===== config.mk =====
export PLATFORM = sky130hd
export DESIGN_NAME = first_fit_coalescing_allocator_core
export DESIGN_NICKNAME = d
export VERILOG_FILES = /design/src/rtl/core/ffca_pkg.sv /design/src/rtl/core/first_fit_coalescing_allocator_core.sv /design/src/rtl/core/ffca_ctrl.sv /design/src/rtl/core/ffca_dp.sv
export SDC_FILE = /design/constraint.sdc
export NUM_CORES = 2
export LEC_CHECK = 0
export BUFFER_PORTS_ARGS = -buffer_cell sky130_fd_sc_hd__buf_2
export CAP_MARGIN = 0
export CELL_PAD_IN_SITES_DETAIL_PLACEMENT = 1
export CELL_PAD_IN_SITES_GLOBAL_PLACEMENT = 2
export CORE_MARGIN = 2
export CORE_UTILIZATION = 52
export CTS_CLUSTER_SIZE = 14
export DETAILED_ROUTE_END_ITERATION = 10
export PLACE_DENSITY_LB_ADDON = 0.1
export SLEW_MARGIN = 5
export SYNTH_ARGS = -nofsm -noshare
export SYNTH_HDL_FRONTEND = slang
export SYNTH_SLANG_ARGS = --single-unit

===== constraint.sdc =====
create_clock -name clk_i -period 24.9 [get_ports clk_i]
set_clock_uncertainty 0.2 [all_clocks]
set_input_delay 4.98 -clock clk_i [delete_from_list [all_inputs] [get_ports clk_i]]
set_output_delay 4.98 -clock clk_i [all_outputs]
set_load 0.02 [all_outputs]

===== src/rtl/core/ffca_pkg.sv =====
`timescale 1ns / 1ps
`default_nettype none

package ffca_pkg;

  localparam int CNT_W  = 11;
  localparam int ADDR_W = 17;
  localparam int STAT_W = 3;

  typedef enum logic [STAT_W-1:0] {
    ST_OK      = 3'd0,
    ST_NOFIT   = 3'd1,
    ST_BADADDR = 3'd2,
    ST_ZERO    = 3'd3,
    ST_FULL    = 3'd4
  } status_e;

  typedef enum logic [4:0] {
    OP_IDLE,
    OP_LOAD,
    OP_IDX_INC,
    OP_SLOT_TAKE,
    OP_FR_RD,
    OP_ALLOC_SPLIT,
    OP_ALLOC_DROP,
    OP_DN_RD,
    OP_DN_WR,
    OP_USED_DEC,
    OP_LV_RD,
    OP_LV_HIT,
    OP_POS_STEP,
    OP_POS_END,
    OP_POS_END_NEXT,
    OP_FREE_PREV,
    OP_FREE_NEXT,
    OP_UP_START,
    OP_UP_RD,
    OP_UP_WR,
    OP_INSERT,
    OP_FAIL
  } dp_op_e;

  typedef enum logic [3:0] {
    S_IDLE,
    S_DISP,
    S_SLOT,
    S_AREAD,
    S_ACHK,
    S_DN_RD,
    S_DN_WR,
    S_LV_RD,
    S_LV_CHK,
    S_PRD,
    S_PCHK,
    S_DECIDE,
    S_UP_RD,
    S_UP_WR,
    S_DONE
  } fsm_e;

  typedef struct packed {
    dp_op_e  op;
    status_e err;
  } cmd_t;

  typedef struct packed {
    logic is_free;
    logic cnt_zero;
    logic idx_end;
    logic idx_ge_used;
    logic slot_free;
    logic fit;
    logic small_left;
    logic more_dn;
    logic live_hit;
    logic pos_before;
    logic join_next;
    logic join_prev;
    logic tbl_full;
    logic idx_gt_pos;
  } stat_t;

endpackage

`default_nettype wire


===== src/rtl/core/first_fit_coalescing_allocator_core.sv =====
`timescale 1ns / 1ps
`default_nettype none

// First-fit heap allocator with coalescing. Raise start_i while busy_o is low to
// issue an allocate (action_i = 0, block_count_i) or a free (action_i = 1,
// address_i). busy_o stays high until the single result is shown for exactly one
// cycle with done_o high; the receiver cannot stall it, so status_o and
// granted_address_o must be taken on that cycle. Both the free segment table and
// the live allocation table are read through a registered port each, so each entry
// visited takes a read state and a check state, except the search for an empty live
// slot, which reads the valid flags directly: an allocate walks the live flags to
// the first empty slot, then the free table to the first fit, and a drop shifts
// the tail down; a free walks the live table to its match, the free table to its
// place, and an insert shifts the tail up or a merge with both neighbors shifts
// the tail down.
module first_fit_coalescing_allocator_core import ffca_pkg::*; #(
  parameter int HEAP_BYTES   = 65536,
  parameter int BLOCK_BYTES  = 64,
  parameter int HEADER_BYTES = 24,
  parameter int MAX_SEGMENTS = 16
) (
  input  wire logic              clk_i,
  input  wire logic              rst_ni,
  input  wire logic              start_i,
  output logic                   busy_o,
  input  wire logic              action_i,
  input  wire logic [CNT_W-1:0]  block_count_i,
  input  wire logic [ADDR_W-1:0] address_i,
  output logic                   done_o,
  output logic [STAT_W-1:0]      status_o,
  output logic [ADDR_W-1:0]      granted_address_o
);

  cmd_t  cmd;
  stat_t stat;

  ffca_ctrl u_ctrl (
    .clk_i   (clk_i),
    .rst_ni  (rst_ni),
    .start_i (start_i),
    .stat_i  (stat),
    .cmd_o   (cmd),
    .busy_o  (busy_o),
    .done_o  (done_o)
  );

  ffca_dp #(
    .HEAP_BYTES   (HEAP_BYTES),
    .BLOCK_BYTES  (BLOCK_BYTES),
    .HEADER_BYTES (HEADER_BYTES),
    .MAX_SEGMENTS (MAX_SEGMENTS)
  ) u_dp (
    .clk_i             (clk_i),
    .rst_ni            (rst_ni),
    .action_i          (action_i),
    .block_count_i     (block_count_i),
    .address_i         (address_i),
    .cmd_i             (cmd),
    .stat_o            (stat),
    .status_o          (status_o),
    .granted_address_o (granted_address_o)
  );

  assert property (@(posedge clk_i) disable iff (!rst_ni)
    start_i && !busy_o |=> busy_o)
    else $error("accepted transaction did not raise busy");

  assert property (@(posedge clk_i) disable iff (!rst_ni) done_o |-> busy_o)
    else $error("result strobe outside a transaction");

  assert property (@(posedge clk_i) disable iff (!rst_ni)
    done_o && (status_o != ST_OK) |-> granted_address_o == '0)
    else $error("failed request returned an address");

endmodule

`default_nettype wire


===== src/rtl/core/ffca_ctrl.sv =====
`timescale 1ns / 1ps
`default_nettype none

module ffca_ctrl import ffca_pkg::*; (
  input  wire logic  clk_i,
  input  wire logic  rst_ni,
  input  wire logic  start_i,
  input  wire stat_t stat_i,
  output cmd_t       cmd_o,
  output logic       busy_o,
  output logic       done_o
);

  fsm_e state_q, state_d;

  always_ff @(posedge clk_i or negedge rst_ni) begin
    if (!rst_ni) begin
      state_q <= S_IDLE;
    end else begin
      state_q <= state_d;
    end
  end

  always_comb begin
    state_d   = state_q;
    cmd_o.op  = OP_IDLE;
    cmd_o.err = ST_OK;
    busy_o    = 1'b1;
    done_o    = 1'b0;
    unique case (state_q)
      S_IDLE: begin
        busy_o = 1'b0;
        if (start_i) begin
          cmd_o.op = OP_LOAD;
          state_d  = S_DISP;
        end
      end
      S_DISP: begin
        if (stat_i.is_free) begin
          state_d = S_LV_RD;
        end else if (stat_i.cnt_zero) begin
          cmd_o.op  = OP_FAIL;
          cmd_o.err = ST_ZERO;
          state_d   = S_DONE;
        end else begin
          state_d = S_SLOT;
        end
      end
      S_SLOT: begin
        if (stat_i.idx_end) begin
          cmd_o.op  = OP_FAIL;
          cmd_o.err = ST_FULL;
          state_d   = S_DONE;
        end else if (stat_i.slot_free) begin
          cmd_o.op = OP_SLOT_TAKE;
          state_d  = S_AREAD;
        end else begin
          cmd_o.op = OP_IDX_INC;
        end
      end
      S_AREAD: begin
        if (stat_i.idx_ge_used) begin
          cmd_o.op  = OP_FAIL;
          cmd_o.err = ST_NOFIT;
          state_d   = S_DONE;
        end else begin
          cmd_o.op = OP_FR_RD;
          state_d  = S_ACHK;
        end
      end
      S_ACHK: begin
        if (!stat_i.fit) begin
          cmd_o.op = OP_IDX_INC;
          state_d  = S_AREAD;
        end else if (stat_i.small_left) begin
          cmd_o.op = OP_ALLOC_DROP;
          state_d  = S_DN_RD;
        end else begin
          cmd_o.op = OP_ALLOC_SPLIT;
          state_d  = S_DONE;
        end
      end
      S_DN_RD: begin
        if (stat_i.more_dn) begin
          cmd_o.op = OP_DN_RD;
          state_d  = S_DN_WR;
        end else begin
          cmd_o.op = OP_USED_DEC;
          state_d  = S_DONE;
        end
      end
      S_DN_WR: begin
        cmd_o.op = OP_DN_WR;
        state_d  = S_DN_RD;
      end
      S_LV_RD: begin
        if (stat_i.idx_end) begin
          cmd_o.op  = OP_FAIL;
          cmd_o.err = ST_BADADDR;
          state_d   = S_DONE;
        end else begin
          cmd_o.op = OP_LV_RD;
          state_d  = S_LV_CHK;
        end
      end
      S_LV_CHK: begin
        if (stat_i.live_hit) begin
          cmd_o.op = OP_LV_HIT;
          state_d  = S_PRD;
        end else begin
          cmd_o.op = OP_IDX_INC;
          state_d  = S_LV_RD;
        end
      end
      S_PRD: begin
        if (stat_i.idx_ge_used) begin
          cmd_o.op = OP_POS_END;
          state_d  = S_DECIDE;
        end else begin
          cmd_o.op = OP_FR_RD;
          state_d  = S_PCHK;
        end
      end
      S_PCHK: begin
        if (stat_i.pos_before) begin
          cmd_o.op = OP_POS_STEP;
          state_d  = S_PRD;
        end else begin
          cmd_o.op = OP_POS_END_NEXT;
          state_d  = S_DECIDE;
        end
      end
      S_DECIDE: begin
        // merging with both neighbors folds the next entry into the previous
        if (stat_i.join_prev) begin
          cmd_o.op = OP_FREE_PREV;
          state_d  = stat_i.join_next ? S_DN_RD : S_DONE;
        end else if (stat_i.join_next) begin
          cmd_o.op = OP_FREE_NEXT;
          state_d  = S_DONE;
        end else if (stat_i.tbl_full) begin
          cmd_o.op  = OP_FAIL;
          cmd_o.err = ST_FULL;
          state_d   = S_DONE;
        end else begin
          cmd_o.op = OP_UP_START;
          state_d  = S_UP_RD;
        end
      end
      S_UP_RD: begin
        if (stat_i.idx_gt_pos) begin
          cmd_o.op = OP_UP_RD;
          state_d  = S_UP_WR;
        end else begin
          cmd_o.op = OP_INSERT;
          state_d  = S_DONE;
        end
      end
      S_UP_WR: begin
        cmd_o.op = OP_UP_WR;
        state_d  = S_UP_RD;
      end
      S_DONE: begin
        done_o  = 1'b1;
        state_d = S_IDLE;
      end
      default: begin
        state_d = S_IDLE;
      end
    endcase
  end

  assert property (@(posedge clk_i) disable iff (!rst_ni)
    state_q == S_DONE |=> state_q == S_IDLE)
    else $error("done state held longer than one cycle");

endmodule

`default_nettype wire


===== src/rtl/core/ffca_dp.sv =====
`timescale 1ns / 1ps
`default_nettype none

module ffca_dp import ffca_pkg::*; #(
  parameter int HEAP_BYTES   = 65536,
  parameter int BLOCK_BYTES  = 64,
  parameter int HEADER_BYTES = 24,
  parameter int MAX_SEGMENTS = 16
) (
  input  wire logic              clk_i,
  input  wire logic              rst_ni,
  input  wire logic              action_i,
  input  wire logic [CNT_W-1:0]  block_count_i,
  input  wire logic [ADDR_W-1:0] address_i,
  input  wire cmd_t              cmd_i,
  output stat_t                  stat_o,
  output logic [STAT_W-1:0]      status_o,
  output logic [ADDR_W-1:0]      granted_address_o
);

  localparam int HW  = $clog2(HEAP_BYTES + 1);
  localparam int NW  = $clog2(((1 << CNT_W) - 1) * BLOCK_BYTES + HEADER_BYTES + 1);
  localparam int W   = (HW > NW) ? HW : NW;
  localparam int CW  = (W > ADDR_W) ? W : ADDR_W;
  localparam int IW  = $clog2(MAX_SEGMENTS + 1);
  localparam int AIW = $clog2(MAX_SEGMENTS);
  localparam logic [W-1:0]  HDR      = W'(HEADER_BYTES);
  localparam logic [W-1:0]  BLK      = W'(BLOCK_BYTES);
  localparam logic [W-1:0]  INIT_LEN = W'(HEAP_BYTES - HEADER_BYTES);
  localparam logic [IW-1:0] NSEG     = IW'(MAX_SEGMENTS);
  localparam logic [IW-1:0] ONE      = IW'(1);

  dp_op_e op;

  // request and scan registers
  logic              action_q;
  logic [CNT_W-1:0]  count_q;
  logic [ADDR_W-1:0] addr_q;
  logic [W-1:0]      need_q;
  logic [IW-1:0]     idx_q, idx_d;
  logic [IW-1:0]     pos_q;
  logic [IW-1:0]     used_q, used_d;
  logic [AIW-1:0]    slot_q;
  logic [W-1:0]      s_q, len_q, prev_s_q, prev_l_q, next_s_q, next_l_q;
  logic              has_prev_q, has_next_q;
  logic              init_q;
  status_e           res_status_q;
  logic [ADDR_W-1:0] res_addr_q;

  // free segment table
  logic [W-1:0]   fs_mem [MAX_SEGMENTS];
  logic [W-1:0]   fl_mem [MAX_SEGMENTS];
  logic [W-1:0]   fs_rd_q, fl_rd_q, fs_rd, fl_rd;
  logic           rd_init_q;
  logic           fr_re, fr_we;
  logic [IW-1:0]  fr_raddr, fr_waddr;
  logic [W-1:0]   fs_wd, fl_wd;

  // live allocation table
  logic [W-1:0]            ls_mem [MAX_SEGMENTS];
  logic [W-1:0]            ll_mem [MAX_SEGMENTS];
  logic [W-1:0]            ls_rd_q, ll_rd_q;
  logic                    lv_rd_q;
  logic [MAX_SEGMENTS-1:0] live_valid_q;
  logic                    alloc_hit, free_ok;

  logic join_next, join_prev;

  assign op = cmd_i.op;

  // entry 0 holds the whole heap until it is first written
  assign fs_rd = rd_init_q ? '0 : fs_rd_q;
  assign fl_rd = rd_init_q ? INIT_LEN : fl_rd_q;

  assign join_next = has_next_q && ((s_q + len_q) == next_s_q);
  assign join_prev = has_prev_q && ((prev_s_q + prev_l_q) == s_q);

  assign alloc_hit = (op == OP_ALLOC_SPLIT) || (op == OP_ALLOC_DROP);
  assign free_ok   = (op == OP_FREE_PREV) || (op == OP_FREE_NEXT) || (op == OP_UP_START);

  always_comb begin
    fr_re    = 1'b0;
    fr_raddr = idx_q;
    unique case (op) inside
      OP_FR_RD: fr_re = 1'b1;
      OP_DN_RD: begin
        fr_re    = 1'b1;
        fr_raddr = idx_q + ONE;
      end
      OP_UP_RD: begin
        fr_re    = 1'b1;
        fr_raddr = idx_q - ONE;
      end
      default: fr_re = 1'b0;
    endcase
  end

  always_comb begin
    fr_we    = 1'b0;
    fr_waddr = idx_q;
    fs_wd    = fs_rd;
    fl_wd    = fl_rd;
    unique case (op) inside
      OP_ALLOC_SPLIT: begin
        fr_we = 1'b1;
        fs_wd = fs_rd + need_q;
        fl_wd = fl_rd - need_q;
      end
      OP_DN_WR, OP_UP_WR: begin
        fr_we = 1'b1;
      end
      OP_FREE_PREV: begin
        fr_we    = 1'b1;
        fr_waddr = idx_q - ONE;
        fs_wd    = prev_s_q;
        fl_wd    = prev_l_q + len_q + (join_next ? next_l_q : '0);
      end
      OP_FREE_NEXT: begin
        fr_we = 1'b1;
        fs_wd = s_q;
        fl_wd = len_q + next_l_q;
      end
      OP_INSERT: begin
        fr_we = 1'b1;
        fs_wd = s_q;
        fl_wd = len_q;
      end
      default: fr_we = 1'b0;
    endcase
  end

  always_ff @(posedge clk_i) begin
    if (fr_we) begin
      fs_mem[fr_waddr[AIW-1:0]] <= fs_wd;
      fl_mem[fr_waddr[AIW-1:0]] <= fl_wd;
    end
    if (fr_re) begin
      fs_rd_q <= fs_mem[fr_raddr[AIW-1:0]];
      fl_rd_q <= fl_mem[fr_raddr[AIW-1:0]];
    end
  end

  always_ff @(posedge clk_i) begin
    if (alloc_hit) begin
      ls_mem[slot_q] <= fs_rd;
      ll_mem[slot_q] <= need_q;
    end
    if (op == OP_LV_RD) begin
      ls_rd_q <= ls_mem[idx_q[AIW-1:0]];
      ll_rd_q <= ll_mem[idx_q[AIW-1:0]];
    end
  end

  always_comb begin
    idx_d  = idx_q;
    used_d = used_q;
    case (op)
      OP_LOAD, OP_SLOT_TAKE, OP_LV_HIT: idx_d = '0;
      OP_IDX_INC, OP_DN_WR, OP_POS_STEP: idx_d = idx_q + ONE;
      OP_UP_START: idx_d = used_q;
      OP_UP_WR: idx_d = idx_q - ONE;
      OP_USED_DEC: used_d = used_q - ONE;
      OP_INSERT: used_d = used_q + ONE;
      default: idx_d = idx_q;
    endcase
  end

  always_ff @(posedge clk_i or negedge rst_ni) begin
    if (!rst_ni) begin
      idx_q        <= '0;
      used_q       <= ONE;
      init_q       <= 1'b1;
      rd_init_q    <= 1'b0;
      lv_rd_q      <= 1'b0;
      has_prev_q   <= 1'b0;
      has_next_q   <= 1'b0;
      live_valid_q <= '0;
    end else begin
      idx_q  <= idx_d;
      used_q <= used_d;
      if (fr_we && (fr_waddr == '0)) begin
        init_q <= 1'b0;
      end
      if (fr_re) begin
        rd_init_q <= init_q && (fr_raddr == '0);
      end
      if (op == OP_LV_RD) begin
        lv_rd_q <= live_valid_q[idx_q[AIW-1:0]];
      end
      if (op == OP_LV_HIT) begin
        has_prev_q <= 1'b0;
      end else if (op == OP_POS_STEP) begin
        has_prev_q <= 1'b1;
      end
      if (op == OP_POS_END) begin
        has_next_q <= 1'b0;
      end else if (op == OP_POS_END_NEXT) begin
        has_next_q <= 1'b1;
      end
      if (alloc_hit) begin
        live_valid_q[slot_q] <= 1'b1;
      end else if (free_ok) begin
        live_valid_q[slot_q] <= 1'b0;
      end
    end
  end

  always_ff @(posedge clk_i) begin
    case (op)
      OP_LOAD: begin
        action_q <= action_i;
        count_q  <= block_count_i;
        addr_q   <= address_i;
        need_q   <= W'(block_count_i) * BLK + HDR;
      end
      OP_SLOT_TAKE: slot_q <= idx_q[AIW-1:0];
      OP_LV_HIT: begin
        slot_q <= idx_q[AIW-1:0];
        s_q    <= ls_rd_q;
        len_q  <= ll_rd_q;
      end
      OP_POS_STEP: begin
        prev_s_q <= fs_rd;
        prev_l_q <= fl_rd;
      end
      OP_POS_END_NEXT: begin
        next_s_q <= fs_rd;
        next_l_q <= fl_rd;
      end
      OP_UP_START: begin
        pos_q        <= idx_q;
        res_status_q <= ST_OK;
        res_addr_q   <= '0;
      end
      OP_ALLOC_SPLIT, OP_ALLOC_DROP: begin
        res_status_q <= ST_OK;
        res_addr_q   <= ADDR_W'(fs_rd + HDR);
      end
      OP_FREE_PREV, OP_FREE_NEXT: begin
        res_status_q <= ST_OK;
        res_addr_q   <= '0;
      end
      OP_FAIL: begin
        res_status_q <= cmd_i.err;
        res_addr_q   <= '0;
      end
      default: res_addr_q <= res_addr_q;
    endcase
  end

  always_comb begin
    stat_o.is_free     = action_q;
    stat_o.cnt_zero    = (count_q == '0);
    stat_o.idx_end     = (idx_q == NSEG);
    stat_o.idx_ge_used = (idx_q >= used_q);
    stat_o.slot_free   = !live_valid_q[idx_q[AIW-1:0]];
    stat_o.fit         = (fl_rd >= need_q);
    stat_o.small_left  = ((fl_rd - need_q) < HDR);
    stat_o.more_dn     = ({1'b0, idx_q} + {1'b0, ONE}) < {1'b0, used_q};
    stat_o.live_hit    = lv_rd_q && (CW'(ls_rd_q + HDR) == CW'(addr_q));
    stat_o.pos_before  = (fs_rd <= s_q);
    stat_o.join_next   = join_next;
    stat_o.join_prev   = join_prev;
    stat_o.tbl_full    = (used_q >= NSEG);
    stat_o.idx_gt_pos  = (idx_q > pos_q);
  end

  assign status_o          = res_status_q;
  assign granted_address_o = res_addr_q;

  assert property (@(posedge clk_i) disable iff (!rst_ni) used_q <= NSEG)
    else $error("free table count exceeds its depth");

endmodule

`default_nettype wire


==> results.md <==
| Metric | This run |
| --- | --- |
| Worst Setup Path Type | in -> reg |
| Slack of the worst reg-to-reg path | 17.18 ns |
| Sinks on Clock Net | 1,243 |
| Reg-to-Reg Start | u_dp.len_q[7] |
| Most common library cell in the layout ignoring fill and taps | edfxtp_1 |
| Fraction of power consumed by combinational cells | 0.373 |
| Number of global-route vias before repair | 33,080 |
| Status | finished, final reports clean |
| Remaining antenna violation count | 0 |
| Final global-route overflow total | 0 |
| Number of buffers on the longest clock path | 3 |
| YS warnings | 0 |
| RD Place Congestion | 0.8914 |
| Endpoint class of the critical path | flop |
| Psw | 2877 uW |
| Hold path startpoint | u_dp.ll_rd_q[6] |
| Logic depth of the worst register-to-register path | 22 |
| Number of antenna violations at the first check in global routing | 3 |
| Share of async-settable or async-resettable flops after synthesis | 0.02816 |
| Number of pins with negative max-slew slack in the final report | 0 |
| Filler Cell Count | 9,161 |
| Count of cell types in the netlist | 84 |
| Overall die area | 107,000 sq um |
| Clock latency on the worst-skew pair | 0.75 ns |
| Floorplan die width | 327.1 um |
| Number of enable-type register cells in the synthesized netlist | 1,208 |
| Final antenna diode count | 0 |
| TritonCTS buffer count | 131 |
| Internal power | 5198 uW |
| Synth-to-Final Area Change | 12.16% |
| Setup repair after global routing missed its margin | no |
| Worst vdd rail ir drop | 0.0001005 V |
| Clock period minus worst slack | 7.979 ns |
| Number of hold violations in the final report | 0 |
| I/O pin cnt | 54 |
| Share of power burned in registers | 0.393 |
| Worst hold path endpoint | u_dp.len_q[6] |
| Wire length of the first global-routing pass | 225,500 um |
| Placed Instances | 4,640 |
| Standby leakage power | 0.02033 uW |
| Arr. time, crit path | 8.01 ns |
| Drt first-iter violations | 3,005 |
| Final cell area excluding filler cells | 60,880 sq um |
| Most used flip-flop cell after synthesis | edfxtp_1 |
| Biggest fanout along the worst timing path | 32 |
| Pwr/cell area | 132.6 nW/um^2 |
| # hold bufs at CTS | 0 |
| Detailed-route via count | 31,220 |
| Maximum number of pins on one net before global-route repair | 136 |
| Hold depth | 0 |
| Length of the first detailed-routing pass in iterations | 5 |
| Fraction of the yosys area taken by sequential cells | 0.6845 |
| Total Routing Usage GR | 0.2908 |
| Standard cell area after detailed placement | 56,750 sq um |
| Maximum level of the CTS H-tree | 4 |
| Instance count of the mapped netlist | 3,263 |
| Critical-path cell list | buf_2, nand2_1, nor2_1, a21oi_1, o2111a_1, nand4_1, nor4_2, buf_4, or3_1, a41oi_1 |
| Post-cts gate resize count | 0 |
| Post-route setup TNS | 0 ns |
| Maximum single-stage delay on the critical path | 0.82 ns |
| Layout net count | 3,559 |
| Core footprint | 103,500 sq um |
| Post-Synthesis Net Count | 3,429 |
| Share of the clock period used by the worst path after layout | 0.3204 |
| Critical Path RT | 24.93 ns |
| Setup violators final | 0 |
| Post-detailed-route via-to-cell ratio | 6.408 |
| Count of maximum capacitance violations | 0 |
| Power Total | 8075 uW |
| DRC violation count after routing | 0 |
| Slowest stage cell on the critical path | or3_1 |
| Clock-pin transition on the worst setup and hold timing paths | 0.06 ns |
| Half-perimeter wire length of the detailed placement result | 94,700 um |
| Count of buffer and inverter cells on the critical path | 2 |
| Switching share of power | 0.3563 |
| Crit Reg-Reg Endpoint | u_dp.fl_mem[12][13] |
| CTS Root Cell | clkbuf_16 |
| Total wire length | 152,900 um |
| Routed wirelength normalized by instance count | 31.40 um |
| Average cell area after synthesis | 16.64 sq um |
| Final cell count without fillers | 4,871 |
| Port Buffer Count | 53 |
| Register bit count reported by yosys | 1,243 |
| Slew at the pin with the worst max-slew slack | 1.295 ns |
| Die Ht | 327.1 um |
| Maximum achievable frequency | 125.3 MHz |
| Area of the mapped netlist | 54,280 sq um |
| Slew Limit Headroom | 0.1274 |
| Proportion of layout cells with a drive suffix above 1 | 0.1879 |
| Cell type group with the largest total delay on the critical path | simple AND/OR/NAND/NOR gates |
| Most frequent cells in the layout | 1,208 x edfxtp_1, 228 x mux4_2, 137 x o21ai_0 |
| Number of buffers inserted by post-CTS setup repair | 0 |
| Count of standard-cell rows | 118 |
| CP startpoint kind | primary input |
| Clock tree from TritonCTS | yes |
| Portion of total power attributed to the clock network | 0.234 |
| Starting density of the core | 0.5245 |
| Min-delay worst type | reg -> reg |
routing by layer:
metal	GRT usage	vias to the layer above	wire length, um
met5	0	-	0
met1	0.3900	16460	62360
met2	0.4888	1130	76770
li1	-	13360	-
met3	0.03797	258	8336
met4	0.1109	0	5465
cell families after synthesis:
kind of cell / Yosys count / share of synthesized area
simple gates: 594 / 0.05585
buf+inv: 259 / 0.01828
fa+ha+maj: 134 / 0.03269
mux: 363 / 0.1197
flops: 1243 / 0.6845
compound gates: 548 / 0.06878
xor+xnor: 122 / 0.02019
cells in the mapped netlist, types with 55 or more instances:
library cell | n | share of area
mux4_2 | 228 | 0.095
a221oi_1 | 65 | 0.010
nor2_1 | 144 | 0.010
nand2_1 | 132 | 0.0091
a21oi_1 | 83 | 0.0077
mux2i_1 | 124 | 0.023
ha_1 | 121 | 0.028
nor3_1 | 55 | 0.0051
xnor2_1 | 72 | 0.012
inv_1 | 108 | 0.0075
o21ai_0 | 138 | 0.013
clkbuf_1 | 118 | 0.0082
edfxtp_1 | 1208 | 0.67
registers in the layout, summed over array words and instances (netlist names), 5 cells and up, named ones only:
name / cells
u_dp.addr_q: 17
u_dp.fl_mem: 272
u_dp.fl_rd_q: 17
u_dp.fs_mem: 272
u_dp.fs_rd_q: 17
u_dp.granted_address_o: 17
u_dp.idx_q: 5
u_dp.len_q: 11
u_dp.ll_mem: 176
u_dp.ll_rd_q: 11
u_dp.ls_mem: 272
u_dp.ls_rd_q: 17
u_dp.need_q: 11
u_dp.next_l_q: 17
u_dp.next_s_q: 17
u_dp.pos_q: 5
u_dp.prev_l_q: 17
u_dp.prev_s_q: 17
u_dp.s_q: 17
u_dp.used_q: 5
metrics by stage:
step | utilization | hold slack, ns | worst slack (ns)
finish | 0.5883 | 0.2141 | 16.92
global route | 0.5883 | 0.2360 | 16.84
CTS | 0.5881 | 0.2188 | 17.00
detailed placement | 0.5484 | 0.2086 | 16.30
global placement | 0.5484 | 0.2084 | 16.44
floorplan | - | 0.2003 | 15.33
worst reg2reg max path: stages, from the launching register on:
cell and delay (ns):
edfxtp_1 0.61, ha_1 0.45, o21ai_0 0.36, a21oi_1 0.14, or4_1 0.54, a32oi_1 0.16, nor4b_1 0.41, and4_1 0.26
buf_4 0.30, and2_1 0.20, ha_1 0.23, ha_1 0.20, inv_1 0.08, fa_1 0.23, nor2b_1 0.06, o21ai_0 0.21
a21boi_0 0.16, o21ai_0 0.41, a211oi_1 0.22, o31ai_1 0.51, xnor2_1 0.20, nand2_1 0.13, a41oi_1 1.07
power groups by stage:
| stage | Sequential (uW) | Combinational (uW) | Clock [uW] |
|---|---|---|---|
| after floorplan | 3170 | 1970 | 0 |
| after global placement | 3200 | 2870 | 0 |
| after detailed placement | 3210 | 2990 | 0 |
| after CTS | 3170 | 3010 | 1920 |
| after global routing | 3190 | 3260 | 1990 |
| final | 3170 | 3010 | 1890 |
worst max-delay path by stage:
stage	start	end	cells past startpoint
final	start_i	u_dp.fl_mem[12][13]	10
after global routing	start_i	u_dp.fl_mem[9][13]	10
after CTS	u_dp.len_q[7]	u_dp.fl_mem[4][15]	24
after detailed placement	start_i	u_dp.fl_mem[13][13]	10
after global placement	start_i	u_dp.fl_mem[11][13]	10
after floorplan	start_i	u_dp.fl_mem[1][0]	10
area by class of cell:
type / instances / area (sq um) / share of cell area
inverters: 111 / 416.7 / 0.006844
clock buffers: 167 / 3518 / 0.05779
multi-input cells: 1761 / 16480 / 0.2707
flip-flops and latches: 1243 / 37160 / 0.6104
clock inverters: 64 / 596.8 / 0.009803
well taps: 1380 / 1727 / 0.02836
repair buffers: 145 / 980.9 / 0.01611
(Power assumes the default switching activity.)
